File: src/hdl/selective_repeat_arq_controller_unit_assert.svh
// Assertion macros for the selective-repeat ARQ controller datapath.
`ifndef SELECTIVE_REPEAT_ARQ_CONTROLLER_UNIT_ASSERT_SVH
`define SELECTIVE_REPEAT_ARQ_CONTROLLER_UNIT_ASSERT_SVH

`ifndef SYNTH
// Invariant checked at every clock edge outside reset
`define SRARQ_ASSERT(lbl, expr) \
    lbl: assert property (@(posedge clk) disable iff (!rst_n) (expr)) \
        else $error("srarq invariant violated");
// Condition in one cycle implies a consequence in the next
`define SRARQ_ASSERT_NEXT(lbl, ante, cons) \
    lbl: assert property (@(posedge clk) disable iff (!rst_n) (ante) |=> (cons)) \
        else $error("srarq sequencing violated");
`else
`define SRARQ_ASSERT(lbl, expr)
`define SRARQ_ASSERT_NEXT(lbl, ante, cons)
`endif

`endif

File: src/hdl/srarq_pkg.sv
// Types, constants and helpers for the selective-repeat ARQ controller.
`timescale 1ns / 1ps

package srarq_pkg;

    localparam int SEQ_W       = 5;
    localparam int SLOT_W      = 4;
    localparam int LEN_W       = 9;
    localparam int PER_W       = 16;
    localparam int ACT_W       = 3;
    localparam int KIND_W      = 2;
    localparam int CMD_W       = 3;
    localparam int WIN         = 16;
    localparam int RES_CNT_W   = 6;
    localparam int LOOP_CNT_W  = 5;
    localparam int CFG_IDX_W   = 1;

    localparam logic [LEN_W-1:0] HDR_CRC_BYTES = 9'd7;
    localparam logic [LEN_W-1:0] MIN_FRAME     = 9'd5;
    localparam logic [LEN_W-1:0] PACKET_BYTES  = 9'd256;
    localparam logic [RES_CNT_W-1:0] CMD_LIMIT = 6'd33;
    localparam logic [LOOP_CNT_W-1:0] LOOP_MAX = 5'd16;
    localparam logic [SEQ_W-1:0] WIN_SEQ       = 5'd16;
    localparam logic [SEQ_W-1:0] OUT_SAT       = 5'd31;

    localparam logic [PER_W-1:0] DATA_TIMER_RESET = 16'd3600;
    localparam logic [PER_W-1:0] ACK_TIMER_RESET  = 16'd700;

    // configuration register indexes
    localparam logic [CFG_IDX_W-1:0] REG_DATA_TIMER = 1'd0;
    localparam logic [CFG_IDX_W-1:0] REG_ACK_TIMER  = 1'd1;

    // event codes
    localparam logic [ACT_W-1:0] ACT_NET_READY    = 3'd0;
    localparam logic [ACT_W-1:0] ACT_PHY_READY    = 3'd1;
    localparam logic [ACT_W-1:0] ACT_FRAME        = 3'd2;
    localparam logic [ACT_W-1:0] ACT_ACK_TIMEOUT  = 3'd3;
    localparam logic [ACT_W-1:0] ACT_DATA_TIMEOUT = 3'd4;

    // received frame kinds
    localparam logic [KIND_W-1:0] KIND_DATA = 2'd0;
    localparam logic [KIND_W-1:0] KIND_NAK  = 2'd2;

    // result command codes
    localparam logic [CMD_W-1:0] CMD_STATUS     = 3'd0;
    localparam logic [CMD_W-1:0] CMD_FETCH      = 3'd1;
    localparam logic [CMD_W-1:0] CMD_SEND_DATA  = 3'd2;
    localparam logic [CMD_W-1:0] CMD_SEND_NAK   = 3'd3;
    localparam logic [CMD_W-1:0] CMD_SEND_ACK   = 3'd4;
    localparam logic [CMD_W-1:0] CMD_START_ACK  = 3'd5;
    localparam logic [CMD_W-1:0] CMD_DELIVER    = 3'd6;
    localparam logic [CMD_W-1:0] CMD_STOP_TIMER = 3'd7;

    typedef enum logic [3:0] {
        S_IDLE,
        S_DECODE,
        S_FETCH,
        S_SEND_NEW,
        S_NAK_BAD,
        S_RX_FIRST,
        S_DELIVER,
        S_RESEND,
        S_STOP,
        S_ACK,
        S_TOUT,
        S_STATUS
    } state_t;

    typedef enum logic [3:0] {
        OP_NONE,
        OP_CAPTURE,
        OP_PHY,
        OP_FETCH,
        OP_SEND_NEW,
        OP_NAK,
        OP_RX_FIRST,
        OP_DELIVER,
        OP_RESEND,
        OP_STOP,
        OP_ACK,
        OP_TOUT,
        OP_STATUS
    } op_t;

    typedef struct packed {
        op_t  op;
        logic cnt_clr;
    } ctrl_cmd_t;

    typedef struct packed {
        logic              out_free;
        logic [ACT_W-1:0]  action;
        logic [KIND_W-1:0] kind;
        logic              bad_frame;
        logic              nak_allowed;
        logic              send_room;
        logic              rx_store;
        logic              deliver_ok;
        logic              resend_ok;
        logic              stop_ok;
    } dp_status_t;

    // b lies in the circular interval [a, c)
    function automatic logic in_window(input logic [SEQ_W-1:0] a,
                                       input logic [SEQ_W-1:0] b,
                                       input logic [SEQ_W-1:0] c);
        in_window = ((a <= b) && (b < c)) || ((c < a) && (a <= b)) ||
                    ((b < c) && (c < a));
    endfunction

endpackage

File: src/hdl/srarq_ctrl.sv
// Sequencer for the selective-repeat ARQ controller: walks each event's command run.
`timescale 1ns / 1ps

module srarq_ctrl (
    input  logic                   clk,
    input  logic                   rst_n,
    input  logic                   s_tvalid,
    output logic                   s_tready,
    input  srarq_pkg::dp_status_t  status,
    output srarq_pkg::ctrl_cmd_t   cmd
);
    import srarq_pkg::*;

    state_t state_reg;
    state_t state_next;

    // state register
    always_ff @(posedge clk or negedge rst_n)
    begin
        if (!rst_n)
        begin
            state_reg <= S_IDLE;
        end
        else
        begin
            state_reg <= state_next;
        end
    end

    // next state
    always_comb
    begin
        state_next = state_reg;
        unique case (state_reg)
            S_IDLE:
            begin
                if (s_tvalid)
                    state_next = S_DECODE;
            end
            S_DECODE:
            begin
                unique case (status.action)
                    ACT_NET_READY:
                        state_next = status.send_room ? S_FETCH : S_STATUS;
                    ACT_FRAME:
                    begin
                        if (status.bad_frame)
                            state_next = status.nak_allowed ? S_NAK_BAD : S_STATUS;
                        else if (status.kind == KIND_DATA)
                            state_next = S_RX_FIRST;
                        else if (status.kind == KIND_NAK)
                            state_next = S_RESEND;
                        else
                            state_next = S_STOP;
                    end
                    ACT_ACK_TIMEOUT:  state_next = S_ACK;
                    ACT_DATA_TIMEOUT: state_next = S_TOUT;
                    default:          state_next = S_STATUS;
                endcase
            end
            S_FETCH:
            begin
                if (status.out_free)
                    state_next = S_SEND_NEW;
            end
            S_SEND_NEW, S_NAK_BAD, S_ACK, S_TOUT:
            begin
                if (status.out_free)
                    state_next = S_STATUS;
            end
            S_RX_FIRST:
            begin
                if (status.out_free)
                    state_next = status.rx_store ? S_DELIVER : S_STOP;
            end
            S_DELIVER:
            begin
                if (!status.deliver_ok)
                    state_next = S_STOP;
            end
            S_RESEND:
            begin
                if (!status.resend_ok || status.out_free)
                    state_next = S_STOP;
            end
            S_STOP:
            begin
                if (!status.stop_ok)
                    state_next = S_STATUS;
            end
            S_STATUS:
            begin
                if (status.out_free)
                    state_next = S_IDLE;
            end
            default: state_next = S_IDLE;
        endcase
    end

    // command outputs
    always_comb
    begin
        s_tready    = 1'b0;
        cmd.op      = OP_NONE;
        cmd.cnt_clr = 1'b0;
        unique case (state_reg)
            S_IDLE:
            begin
                s_tready = 1'b1;
                if (s_tvalid)
                    cmd.op = OP_CAPTURE;
            end
            S_DECODE:
            begin
                cmd.cnt_clr = 1'b1;
                if (status.action == ACT_PHY_READY)
                    cmd.op = OP_PHY;
            end
            S_FETCH:    if (status.out_free) cmd.op = OP_FETCH;
            S_SEND_NEW: if (status.out_free) cmd.op = OP_SEND_NEW;
            S_NAK_BAD:  if (status.out_free) cmd.op = OP_NAK;
            S_RX_FIRST: if (status.out_free) cmd.op = OP_RX_FIRST;
            S_DELIVER:
            begin
                if (!status.deliver_ok)
                    cmd.cnt_clr = 1'b1;
                else if (status.out_free)
                    cmd.op = OP_DELIVER;
            end
            S_RESEND:
            begin
                if (status.resend_ok && status.out_free)
                    cmd.op = OP_RESEND;
            end
            S_STOP:
            begin
                if (status.stop_ok && status.out_free)
                    cmd.op = OP_STOP;
            end
            S_ACK:      if (status.out_free) cmd.op = OP_ACK;
            S_TOUT:     if (status.out_free) cmd.op = OP_TOUT;
            S_STATUS:   if (status.out_free) cmd.op = OP_STATUS;
            default:    cmd.op = OP_NONE;
        endcase
    end

endmodule

File: src/hdl/srarq_dp.sv
// Datapath of the selective-repeat ARQ controller: window state, slot store, result register.
`timescale 1ns / 1ps
`include "selective_repeat_arq_controller_unit_assert.svh"

module srarq_dp (
    input  logic                            clk,
    input  logic                            rst_n,
    input  logic                            cfg_we,
    input  logic [srarq_pkg::CFG_IDX_W-1:0] cfg_index,
    input  logic [srarq_pkg::PER_W-1:0]     cfg_data,
    input  logic [4:0]                      s_tuser,
    input  logic [23:0]                     s_tdata,
    output logic                            m_tvalid,
    input  logic                            m_tready,
    output logic [2:0]                      m_tuser,
    output logic [39:0]                     m_tdata,
    output logic                            m_tlast,
    input  srarq_pkg::ctrl_cmd_t            cmd,
    output srarq_pkg::dp_status_t           status
);
    import srarq_pkg::*;

    // configuration
    logic [PER_W-1:0] data_period_reg;
    logic [PER_W-1:0] ack_period_reg;

    // captured input word
    logic [ACT_W-1:0]  action_reg;
    logic [KIND_W-1:0] kind_reg;
    logic [SEQ_W-1:0]  fseq_reg;
    logic [SEQ_W-1:0]  fack_reg;
    logic [LEN_W-1:0]  flen_reg;
    logic              crc_reg;
    logic [SLOT_W-1:0] tslot_reg;

    // window state
    logic [SEQ_W-1:0]      send_next_reg, send_next_next;
    logic [SEQ_W-1:0]      send_base_reg, send_base_next;
    logic [SEQ_W-1:0]      recv_base_reg, recv_base_next;
    logic [SEQ_W-1:0]      recv_limit_reg, recv_limit_next;
    logic [SEQ_W-1:0]      outstanding_reg, outstanding_next;
    logic                  phy_ready_reg, phy_ready_next;
    logic                  nak_allowed_reg, nak_allowed_next;
    logic [WIN-1:0]        arrived_reg, arrived_next;
    logic [LEN_W-1:0]      slot_length_reg [WIN];
    logic                  len_we;
    logic [LOOP_CNT_W-1:0] loop_cnt_reg, loop_cnt_next;
    logic [RES_CNT_W-1:0]  res_cnt_reg, res_cnt_next;

    // result register
    logic              out_valid_reg, out_valid_next;
    logic [CMD_W-1:0]  o_cmd_reg;
    logic [SEQ_W-1:0]  o_seq_reg;
    logic [SEQ_W-1:0]  o_ack_reg;
    logic [SLOT_W-1:0] o_slot_reg;
    logic [LEN_W-1:0]  o_len_reg;
    logic [PER_W-1:0]  o_per_reg;
    logic              o_ne_reg;
    logic              o_last_reg;

    // word being emitted this cycle
    logic              emit;
    logic              load;
    logic [CMD_W-1:0]  e_cmd;
    logic [SEQ_W-1:0]  e_seq;
    logic [SEQ_W-1:0]  e_ack;
    logic [SLOT_W-1:0] e_slot;
    logic [LEN_W-1:0]  e_len;
    logic [PER_W-1:0]  e_per;
    logic              e_ne;
    logic              e_last;

    // helpers
    logic [SEQ_W-1:0]  ack_fld;
    logic [SEQ_W-1:0]  resend_seq;
    logic [SEQ_W-1:0]  tout_seq;
    logic [LEN_W-1:0]  stored_len;
    logic [LEN_W-1:0]  deliver_len;
    logic              out_free;

    assign ack_fld    = recv_base_reg - 5'd1;
    assign resend_seq = fack_reg + 5'd1;
    assign tout_seq   = in_window(send_base_reg, {1'b0, tslot_reg}, send_next_reg) ?
                        {1'b0, tslot_reg} : {1'b1, tslot_reg};
    assign stored_len = slot_length_reg[recv_base_reg[SLOT_W-1:0]];
    assign out_free   = !out_valid_reg || m_tready;

    // delivered length: strip header and crc, cap at one packet
    always_comb
    begin
        if (stored_len < HDR_CRC_BYTES)
            deliver_len = '0;
        else if ((stored_len - HDR_CRC_BYTES) > PACKET_BYTES)
            deliver_len = PACKET_BYTES;
        else
            deliver_len = stored_len - HDR_CRC_BYTES;
    end

    // status toward the sequencer
    always_comb
    begin
        status.out_free    = out_free;
        status.action      = action_reg;
        status.kind        = kind_reg;
        status.bad_frame   = (flen_reg < MIN_FRAME) || !crc_reg;
        status.nak_allowed = nak_allowed_reg;
        status.send_room   = outstanding_reg < WIN_SEQ;
        status.rx_store    = in_window(recv_base_reg, fseq_reg, recv_limit_reg) &&
                             !arrived_reg[fseq_reg[SLOT_W-1:0]];
        status.deliver_ok  = arrived_reg[recv_base_reg[SLOT_W-1:0]] &&
                             (loop_cnt_reg < LOOP_MAX);
        status.resend_ok   = in_window(send_base_reg, resend_seq, send_next_reg);
        status.stop_ok     = (loop_cnt_reg < LOOP_MAX) &&
                             in_window(send_base_reg, fack_reg, send_next_reg);
    end

    // micro-operations
    always_comb
    begin
        send_next_next   = send_next_reg;
        send_base_next   = send_base_reg;
        recv_base_next   = recv_base_reg;
        recv_limit_next  = recv_limit_reg;
        outstanding_next = outstanding_reg;
        phy_ready_next   = phy_ready_reg;
        nak_allowed_next = nak_allowed_reg;
        arrived_next     = arrived_reg;
        loop_cnt_next    = loop_cnt_reg;
        res_cnt_next     = res_cnt_reg;
        len_we           = 1'b0;
        emit             = 1'b0;
        e_cmd            = CMD_STATUS;
        e_seq            = '0;
        e_ack            = '0;
        e_slot           = '0;
        e_len            = '0;
        e_per            = '0;
        e_ne             = 1'b0;
        e_last           = 1'b0;
        case (cmd.op)
            OP_CAPTURE:
            begin
                res_cnt_next = '0;
            end
            OP_PHY:
            begin
                phy_ready_next = 1'b1;
            end
            OP_FETCH:
            begin
                emit   = 1'b1;
                e_cmd  = CMD_FETCH;
                e_seq  = send_next_reg;
                e_slot = send_next_reg[SLOT_W-1:0];
            end
            OP_SEND_NEW:
            begin
                emit           = 1'b1;
                e_cmd          = CMD_SEND_DATA;
                e_seq          = send_next_reg;
                e_ack          = ack_fld;
                e_slot         = send_next_reg[SLOT_W-1:0];
                e_per          = data_period_reg;
                phy_ready_next = 1'b0;
                send_next_next = send_next_reg + 5'd1;
                if (outstanding_reg < OUT_SAT)
                    outstanding_next = outstanding_reg + 5'd1;
            end
            OP_NAK:
            begin
                emit             = 1'b1;
                e_cmd            = CMD_SEND_NAK;
                e_ack            = ack_fld;
                phy_ready_next   = 1'b0;
                nak_allowed_next = 1'b0;
            end
            OP_RX_FIRST:
            begin
                emit = 1'b1;
                if ((fseq_reg != recv_base_reg) && nak_allowed_reg)
                begin
                    e_cmd            = CMD_SEND_NAK;
                    e_ack            = ack_fld;
                    phy_ready_next   = 1'b0;
                    nak_allowed_next = 1'b0;
                end
                else
                begin
                    e_cmd = CMD_START_ACK;
                    e_per = ack_period_reg;
                end
                if (status.rx_store)
                begin
                    arrived_next[fseq_reg[SLOT_W-1:0]] = 1'b1;
                    len_we = 1'b1;
                end
            end
            OP_DELIVER:
            begin
                emit             = 1'b1;
                e_cmd            = CMD_DELIVER;
                e_slot           = recv_base_reg[SLOT_W-1:0];
                e_len            = deliver_len;
                nak_allowed_next = 1'b1;
                arrived_next[recv_base_reg[SLOT_W-1:0]] = 1'b0;
                recv_base_next   = recv_base_reg + 5'd1;
                recv_limit_next  = recv_limit_reg + 5'd1;
                loop_cnt_next    = loop_cnt_reg + 5'd1;
            end
            OP_RESEND:
            begin
                emit           = 1'b1;
                e_cmd          = CMD_SEND_DATA;
                e_seq          = resend_seq;
                e_ack          = ack_fld;
                e_slot         = resend_seq[SLOT_W-1:0];
                e_per          = data_period_reg;
                phy_ready_next = 1'b0;
            end
            OP_STOP:
            begin
                emit           = 1'b1;
                e_cmd          = CMD_STOP_TIMER;
                e_slot         = send_base_reg[SLOT_W-1:0];
                send_base_next = send_base_reg + 5'd1;
                loop_cnt_next  = loop_cnt_reg + 5'd1;
                if (outstanding_reg != '0)
                    outstanding_next = outstanding_reg - 5'd1;
            end
            OP_ACK:
            begin
                emit           = 1'b1;
                e_cmd          = CMD_SEND_ACK;
                e_ack          = ack_fld;
                phy_ready_next = 1'b0;
            end
            OP_TOUT:
            begin
                emit           = 1'b1;
                e_cmd          = CMD_SEND_DATA;
                e_seq          = tout_seq;
                e_ack          = ack_fld;
                e_slot         = tout_seq[SLOT_W-1:0];
                e_per          = data_period_reg;
                phy_ready_next = 1'b0;
            end
            OP_STATUS:
            begin
                emit   = 1'b1;
                e_cmd  = CMD_STATUS;
                e_ne   = (outstanding_reg < WIN_SEQ) && phy_ready_reg;
                e_last = 1'b1;
            end
            default:
            begin
                emit = 1'b0;
            end
        endcase

        if (cmd.cnt_clr)
            loop_cnt_next = '0;

        // commands past the result limit are dropped; the status always goes out
        load = emit && (e_last || (res_cnt_reg < CMD_LIMIT));
        if (load)
            res_cnt_next = res_cnt_reg + 6'd1;

        out_valid_next = out_valid_reg;
        if (load)
            out_valid_next = 1'b1;
        else if (m_tready)
            out_valid_next = 1'b0;
    end

    // control state
    always_ff @(posedge clk or negedge rst_n)
    begin
        if (!rst_n)
        begin
            data_period_reg <= DATA_TIMER_RESET;
            ack_period_reg  <= ACK_TIMER_RESET;
            send_next_reg   <= '0;
            send_base_reg   <= '0;
            recv_base_reg   <= '0;
            recv_limit_reg  <= WIN_SEQ;
            outstanding_reg <= '0;
            phy_ready_reg   <= 1'b0;
            nak_allowed_reg <= 1'b1;
            arrived_reg     <= '0;
            loop_cnt_reg    <= '0;
            res_cnt_reg     <= '0;
            out_valid_reg   <= 1'b0;
        end
        else
        begin
            if (cfg_we && (cfg_index == REG_DATA_TIMER))
                data_period_reg <= cfg_data;
            if (cfg_we && (cfg_index == REG_ACK_TIMER))
                ack_period_reg <= cfg_data;
            send_next_reg   <= send_next_next;
            send_base_reg   <= send_base_next;
            recv_base_reg   <= recv_base_next;
            recv_limit_reg  <= recv_limit_next;
            outstanding_reg <= outstanding_next;
            phy_ready_reg   <= phy_ready_next;
            nak_allowed_reg <= nak_allowed_next;
            arrived_reg     <= arrived_next;
            loop_cnt_reg    <= loop_cnt_next;
            res_cnt_reg     <= res_cnt_next;
            out_valid_reg   <= out_valid_next;
        end
    end

    // payload registers: input capture, slot lengths, result word
    always_ff @(posedge clk)
    begin
        if (cmd.op == OP_CAPTURE)
        begin
            action_reg <= s_tuser[2:0];
            kind_reg   <= s_tuser[4:3];
            fseq_reg   <= s_tdata[4:0];
            fack_reg   <= s_tdata[9:5];
            flen_reg   <= s_tdata[18:10];
            crc_reg    <= s_tdata[19];
            tslot_reg  <= s_tdata[23:20];
        end
        if (len_we)
            slot_length_reg[fseq_reg[SLOT_W-1:0]] <= flen_reg;
        if (load)
        begin
            o_cmd_reg  <= e_cmd;
            o_seq_reg  <= e_seq;
            o_ack_reg  <= e_ack;
            o_slot_reg <= e_slot;
            o_len_reg  <= e_len;
            o_per_reg  <= e_per;
            o_ne_reg   <= e_ne;
            o_last_reg <= e_last;
        end
    end

    assign m_tvalid = out_valid_reg;
    assign m_tuser  = o_cmd_reg;
    assign m_tdata  = {o_ne_reg, o_per_reg, o_len_reg, o_slot_reg, o_ack_reg, o_seq_reg};
    assign m_tlast  = o_last_reg;

    // checks
    `SRARQ_ASSERT(a_outstanding_bound, outstanding_reg <= WIN_SEQ)
    `SRARQ_ASSERT(a_outstanding_span, outstanding_reg == (send_next_reg - send_base_reg))
    `SRARQ_ASSERT(a_recv_window, recv_limit_reg == (recv_base_reg + WIN_SEQ))
    `SRARQ_ASSERT_NEXT(a_status_counted, load && e_last, res_cnt_reg <= 6'd34)

endmodule

File: src/hdl/selective_repeat_arq_controller_unit.sv
// After an event is accepted, the sequencer decodes it and then registers its first result word.
// Each event gives up to 34 result words, at one per cycle while the output is ready; the next
// event is accepted only once the sequencer is back in idle, and it emits into a single
// result register. Reset (rst_n low, async): windows cleared, arrival map cleared at once,
// timer periods 3600 and 700; slot lengths are not reset and need no clearing pass.
`timescale 1ns / 1ps

module selective_repeat_arq_controller_unit (
    input  logic        clk,
    input  logic        rst_n,
    // configuration write port
    input  logic        cfg_we,
    input  logic [0:0]  cfg_index,
    input  logic [15:0] cfg_data,
    // event input
    input  logic        s_tvalid,
    output logic        s_tready,
    input  logic [4:0]  s_tuser,   // action[2:0], frame_kind[4:3]
    input  logic [23:0] s_tdata,   // frame_seq[4:0], piggyback_ack[9:5], frame_length[18:10],
                                   // crc_good[19], timer_slot[23:20]
    // command output
    output logic        m_tvalid,
    input  logic        m_tready,
    output logic [2:0]  m_tuser,   // command[2:0]
    output logic [39:0] m_tdata,   // seq_number[4:0], ack_number[9:5], slot[13:10],
                                   // payload_length[22:14], timer_period[38:23],
                                   // network_enable[39]
    output logic        m_tlast
);
    import srarq_pkg::*;

    ctrl_cmd_t  cmd;
    dp_status_t status;

    srarq_ctrl u_ctrl (
        .clk      (clk),
        .rst_n    (rst_n),
        .s_tvalid (s_tvalid),
        .s_tready (s_tready),
        .status   (status),
        .cmd      (cmd)
    );

    srarq_dp u_dp (
        .clk       (clk),
        .rst_n     (rst_n),
        .cfg_we    (cfg_we),
        .cfg_index (cfg_index),
        .cfg_data  (cfg_data),
        .s_tuser   (s_tuser),
        .s_tdata   (s_tdata),
        .m_tvalid  (m_tvalid),
        .m_tready  (m_tready),
        .m_tuser   (m_tuser),
        .m_tdata   (m_tdata),
        .m_tlast   (m_tlast),
        .cmd       (cmd),
        .status    (status)
    );

endmodule
File: config.mk
export PLATFORM = sky130hd
export DESIGN_NAME = selective_repeat_arq_controller_unit
export DESIGN_NICKNAME = d
export VERILOG_FILES = /design/src/hdl/srarq_pkg.sv /design/src/hdl/srarq_ctrl.sv /design/src/hdl/srarq_dp.sv /design/src/hdl/selective_repeat_arq_controller_unit.sv
export VERILOG_INCLUDE_DIRS = /design/src /design/src/hdl
export SDC_FILE = /design/constraint.sdc
export NUM_CORES = 1
export LEC_CHECK = 0
export ABC_CLOCK_PERIOD_IN_PS = 6500
export BUFFER_PORTS_ARGS = -buffer_cell sky130_fd_sc_hd__buf_2
export CAP_MARGIN = 20
export CORE_MARGIN = 3
export CORE_UTILIZATION = 28
export CTS_BUF_LIST = sky130_fd_sc_hd__clkbuf_16
export CTS_CLUSTER_SIZE = 28
export DETAILED_ROUTE_END_ITERATION = 8
export GPL_TIMING_DRIVEN = 0
export SYNTH_ARGS = -nofsm -noshare
export SYNTH_HDL_FRONTEND = slang
export SYNTH_HIERARCHICAL = 1
export SYNTH_SLANG_ARGS = --single-unit
File: constraint.sdc
create_clock -name clk -period 6.5 [get_ports clk]
set_input_delay 0.975 -clock clk [delete_from_list [all_inputs] [get_ports clk]]
set_output_delay 0.975 -clock clk [all_outputs]
set_load 0.03 [all_outputs]
==> impl_metrics.csv <==
group,metric,value,unit
run_status,status,"finished, final reports clean",
grt,grt_pass1_wl,54900,um
sta,tightestPinTransition,0.980,ns
synth,async_flop_share,0.295,
final_layout,largest_reg_flops,144,
grt,grt_pass1_vias,9153,
cts,cts_tree,"done",
cts,cts_max_path_buffers,3,
final_layout,fin_util,0.341,
floorplanning,dieArea,54600,um2
pwr,vdd_drop_max,0.260,mV
cts,cts_setup_buffers,0,
sta,setup_viol,0,
floorplanning,rows,82,
place,port_buffers,96,
worst_setup_path,arrival,6.11,ns
grt,antenna_found_initial,0,
sta,max_freq,0.171,GHz
cts,clkLatencyLatePin,0.54,ns
route,drc,0,
pwr,power_density,452,nW/um2
cts,clk_pin_slew,0.06,ns
synth,synth-main-ff-cell,"edfxtp_1",
floorplanning,coreArea,50700,um2
route,detail-route-antenna-nets,0,
route,drt_wl_total,35600,um
worst_setup_path,critPathLaunch,"u_dp/recv_base_reg[1]",
floorplanning,dieHeight,234,um
floorplanning,boundaryPins,97,
final_layout,drive_above_1_share,0.262,
place,dp_hpwl,25000,um
place,dp_slack,0.767,ns
synth,yosysWarnings,6,
synth,syn-num-nets,1136,
sta,tns,0,ns
final_layout,area_growth_syn_to_layout,19.0,%
cts,hold_buffers,0,
synth,synth_cell_types,83,
route,vias,9264,
final_layout,diodes,0,
synth,netlist_instances,1027,
worst_setup_path,critPathCaptureType,"flip-flop",
worst_setup_path,cp_max_fo,10,
worst_setup_path,ff2ff_setup_slack,0.64,ns
grt,track_usage,0.131,
sta,rsz0062_at_grt,"no",
route,wire_per_inst,19.0,um
run,max-cap-violations,0,
route,drtPass1Iterations,5,
final_layout,postLayoutCellArea,17300,um2
cts,cts_resized,0,
worst_setup_path,worstSetupPathType,"flip-flop to flip-flop",
route,avgViaCountPerCell,4.95,
cts,numCtsBuffers,36,
sta,hold_viol,0,
sta,final_max_slew_viol_count,0,
synth,synth_edf_count,217,
worst_setup_path,required,6.75,ns
place,gp_congestion,0.913,
sta,period_minus_slack,5.86,ns
grt,grt_max_degree,58,
synth,syn_avg_cell_area,14.1,um2
synth,syn_area,14500,um2
sta,slew_headroom,0.341,
sta,fin_ws,0.644,ns
hold_path,hp-class,"input pin to async pin",
floorplanning,dieWidth,234,um
synth,ys_seq_elements,308,
cts,clock-sinks,308,
worst_setup_path,cp-endpoint,"u_dp/slot_length_reg[11][0]",
floorplanning,initial_core_util,0.286,
route,drtIter0Drc,785,
synth,ys_seq_area_frac,0.607,
worst_setup_path,cp-start-kind,"flip-flop",
worst_setup_path,r2r_cells,16,
worst_setup_path,timing.rr.start,"u_dp/recv_base_reg[1]",
final_layout,num-nets-final,1284,
cts,cts_root_buf,"clkbuf_16",
pwr,p_leak,6.47,nW
worst_setup_path,r2r-end,"u_dp/slot_length_reg[11][0]",
grt,grt-ovfl-total,0,
sta,skew,0.0214,ns
place,place_area,16100,um2
cts,h-tree-depth,2,
sta,min_period_over_period,0.901,
-- final cells by class --
class	count	area [um2]
clock buffers	36	901
repair buffers	110	639
multi-input cells	617	5300
flip-flops and latches	308	8810
well taps	672	841
clock inverters	27	282
fillers	4928	33400
plain buffers	47	283
inverters	55	208
-- worst min path at each step --
stage,start,endpoint,slack (ns)
after detailed placement,u_dp/res_cnt_reg[5],u_dp/res_cnt_reg[5],0.47
final,rst_n,u_dp/ack_period_reg[13],0.41
after CTS,rst_n,u_dp/arrived_reg[6],0.40
after global routing,rst_n,u_dp/ack_period_reg[13],0.42
after floorplan,u_dp/res_cnt_reg[5],u_dp/res_cnt_reg[5],0.45
after global placement,u_dp/res_cnt_reg[5],u_dp/res_cnt_reg[5],0.48
-- through the flow --
| step | hold slack (ns) | std cells | total power [W] |
|---|---|---|---|
| after detailed placement | 0.473 | 1809 | 0.00583 |
| after floorplan | 0.446 | 1027 | 0.00488 |
| after CTS | 0.399 | 1872 | 0.00789 |
| after global placement | 0.478 | 1795 | 0.00575 |
| final | 0.413 | 1872 | 0.00780 |
| after global routing | 0.420 | 1872 | 0.00828 |
-- cells in the final DEF (no fill, tap or decap), types with 5 or more instances in the layout --
cell type / count
mux2_2: 37
a22o_1: 19
a221o_1: 9
buf_4: 16
nand3_1: 19
nand2b_1: 16
dfrtp_1: 79
o31ai_1: 7
xnor2_1: 28
or4_1: 5
nor4_2: 10
a21o_1: 15
o21a_1: 6
nand4_1: 11
a31oi_1: 5
o21ai_0: 42
mux2i_1: 5
inv_1: 56
mux4_2: 41
ha_1: 57
a22oi_1: 17
buf_2: 101
nor2b_1: 17
nand2_1: 67
o22a_1: 7
bufinv_16: 5
clkinv_2: 9
clkbuf_1: 18
buf_1: 6
a21oi_1: 25
clkbuf_16: 36
nor2_1: 53
edfxtp_1: 217
xor2_1: 7
dfstp_2: 12
buf_6: 11
nor3_2: 5
and3_1: 6
-- cells in the mapped netlist, types with 7 or more instances --
master	number	area [um2]
a21o_1	15	113
a21oi_1	25	125
a221o_1	9	90.1
a22o_1	19	166
a22oi_1	17	128
buf_4	8	60.1
clkbuf_1	18	67.6
dfrtp_1	79	1980
dfstp_2	12	315
edfxtp_1	217	6520
ha_1	57	713
inv_1	53	199
mux2_2	37	417
mux4_2	41	923
nand2_1	67	251
nand2b_1	16	100
nand3_1	19	95.1
nand4_1	11	68.8
nor2_1	53	199
nor2b_1	17	106
nor4_1	11	68.8
o21ai_0	42	210
o22a_1	7	61.3
o31ai_1	7	52.6
xnor2_1	28	245
xor2_1	7	61.3
-- worst max-delay path, cell delays in order, from the launching register on --
cell and delay, ns:
dfrtp_1 0.53, buf_2 0.33, buf_1 0.61, mux4_2 0.38
mux4_2 0.28, nor2b_1 0.25, inv_1 0.09, o21ai_0 0.22
a31oi_1 0.11, o22ai_1 0.15, clkbuf_1 0.39, inv_1 0.19
nor2_1 0.23, nand2_1 0.30, clkbuf_1 0.43, nor4_2 0.79
buf_4 0.29
-- cell families after synthesis --
| family | after synthesis | synth area share |
|---|---|---|
| flip-flops | 308 | 0.607 |
| AND/OR/NAND/NOR | 242 | 0.0870 |
| AO/OA/AOI/OAI | 192 | 0.0961 |
| buffers and inverters | 102 | 0.0338 |
| multiplexers | 86 | 0.101 |
| adder cells (fa/ha/maj) | 62 | 0.0533 |
| XOR/XNOR | 35 | 0.0211 |
-- routing by layer --
metal / vias up / track usage / part of all wire
li1: 4250 / - / -
met2: 256 / 0.209 / 0.47
met4: 0 / 0.0363 / 0.020
met1: 4708 / 0.183 / 0.45
met3: 50 / 0.0252 / 0.055
met5: - / 0 / 0
-- report_power, final --
part | switching (W) | internal, W | total (W)
clock network | 0.000799 | 0.00122 | 0.00201
logic | 0.00186 | 0.00109 | 0.00295
registers | 0.000259 | 0.00257 | 0.00283
total | 0.00292 | 0.00488 | 0.00780
No activity file was read; power rests on OpenSTA's default activity.
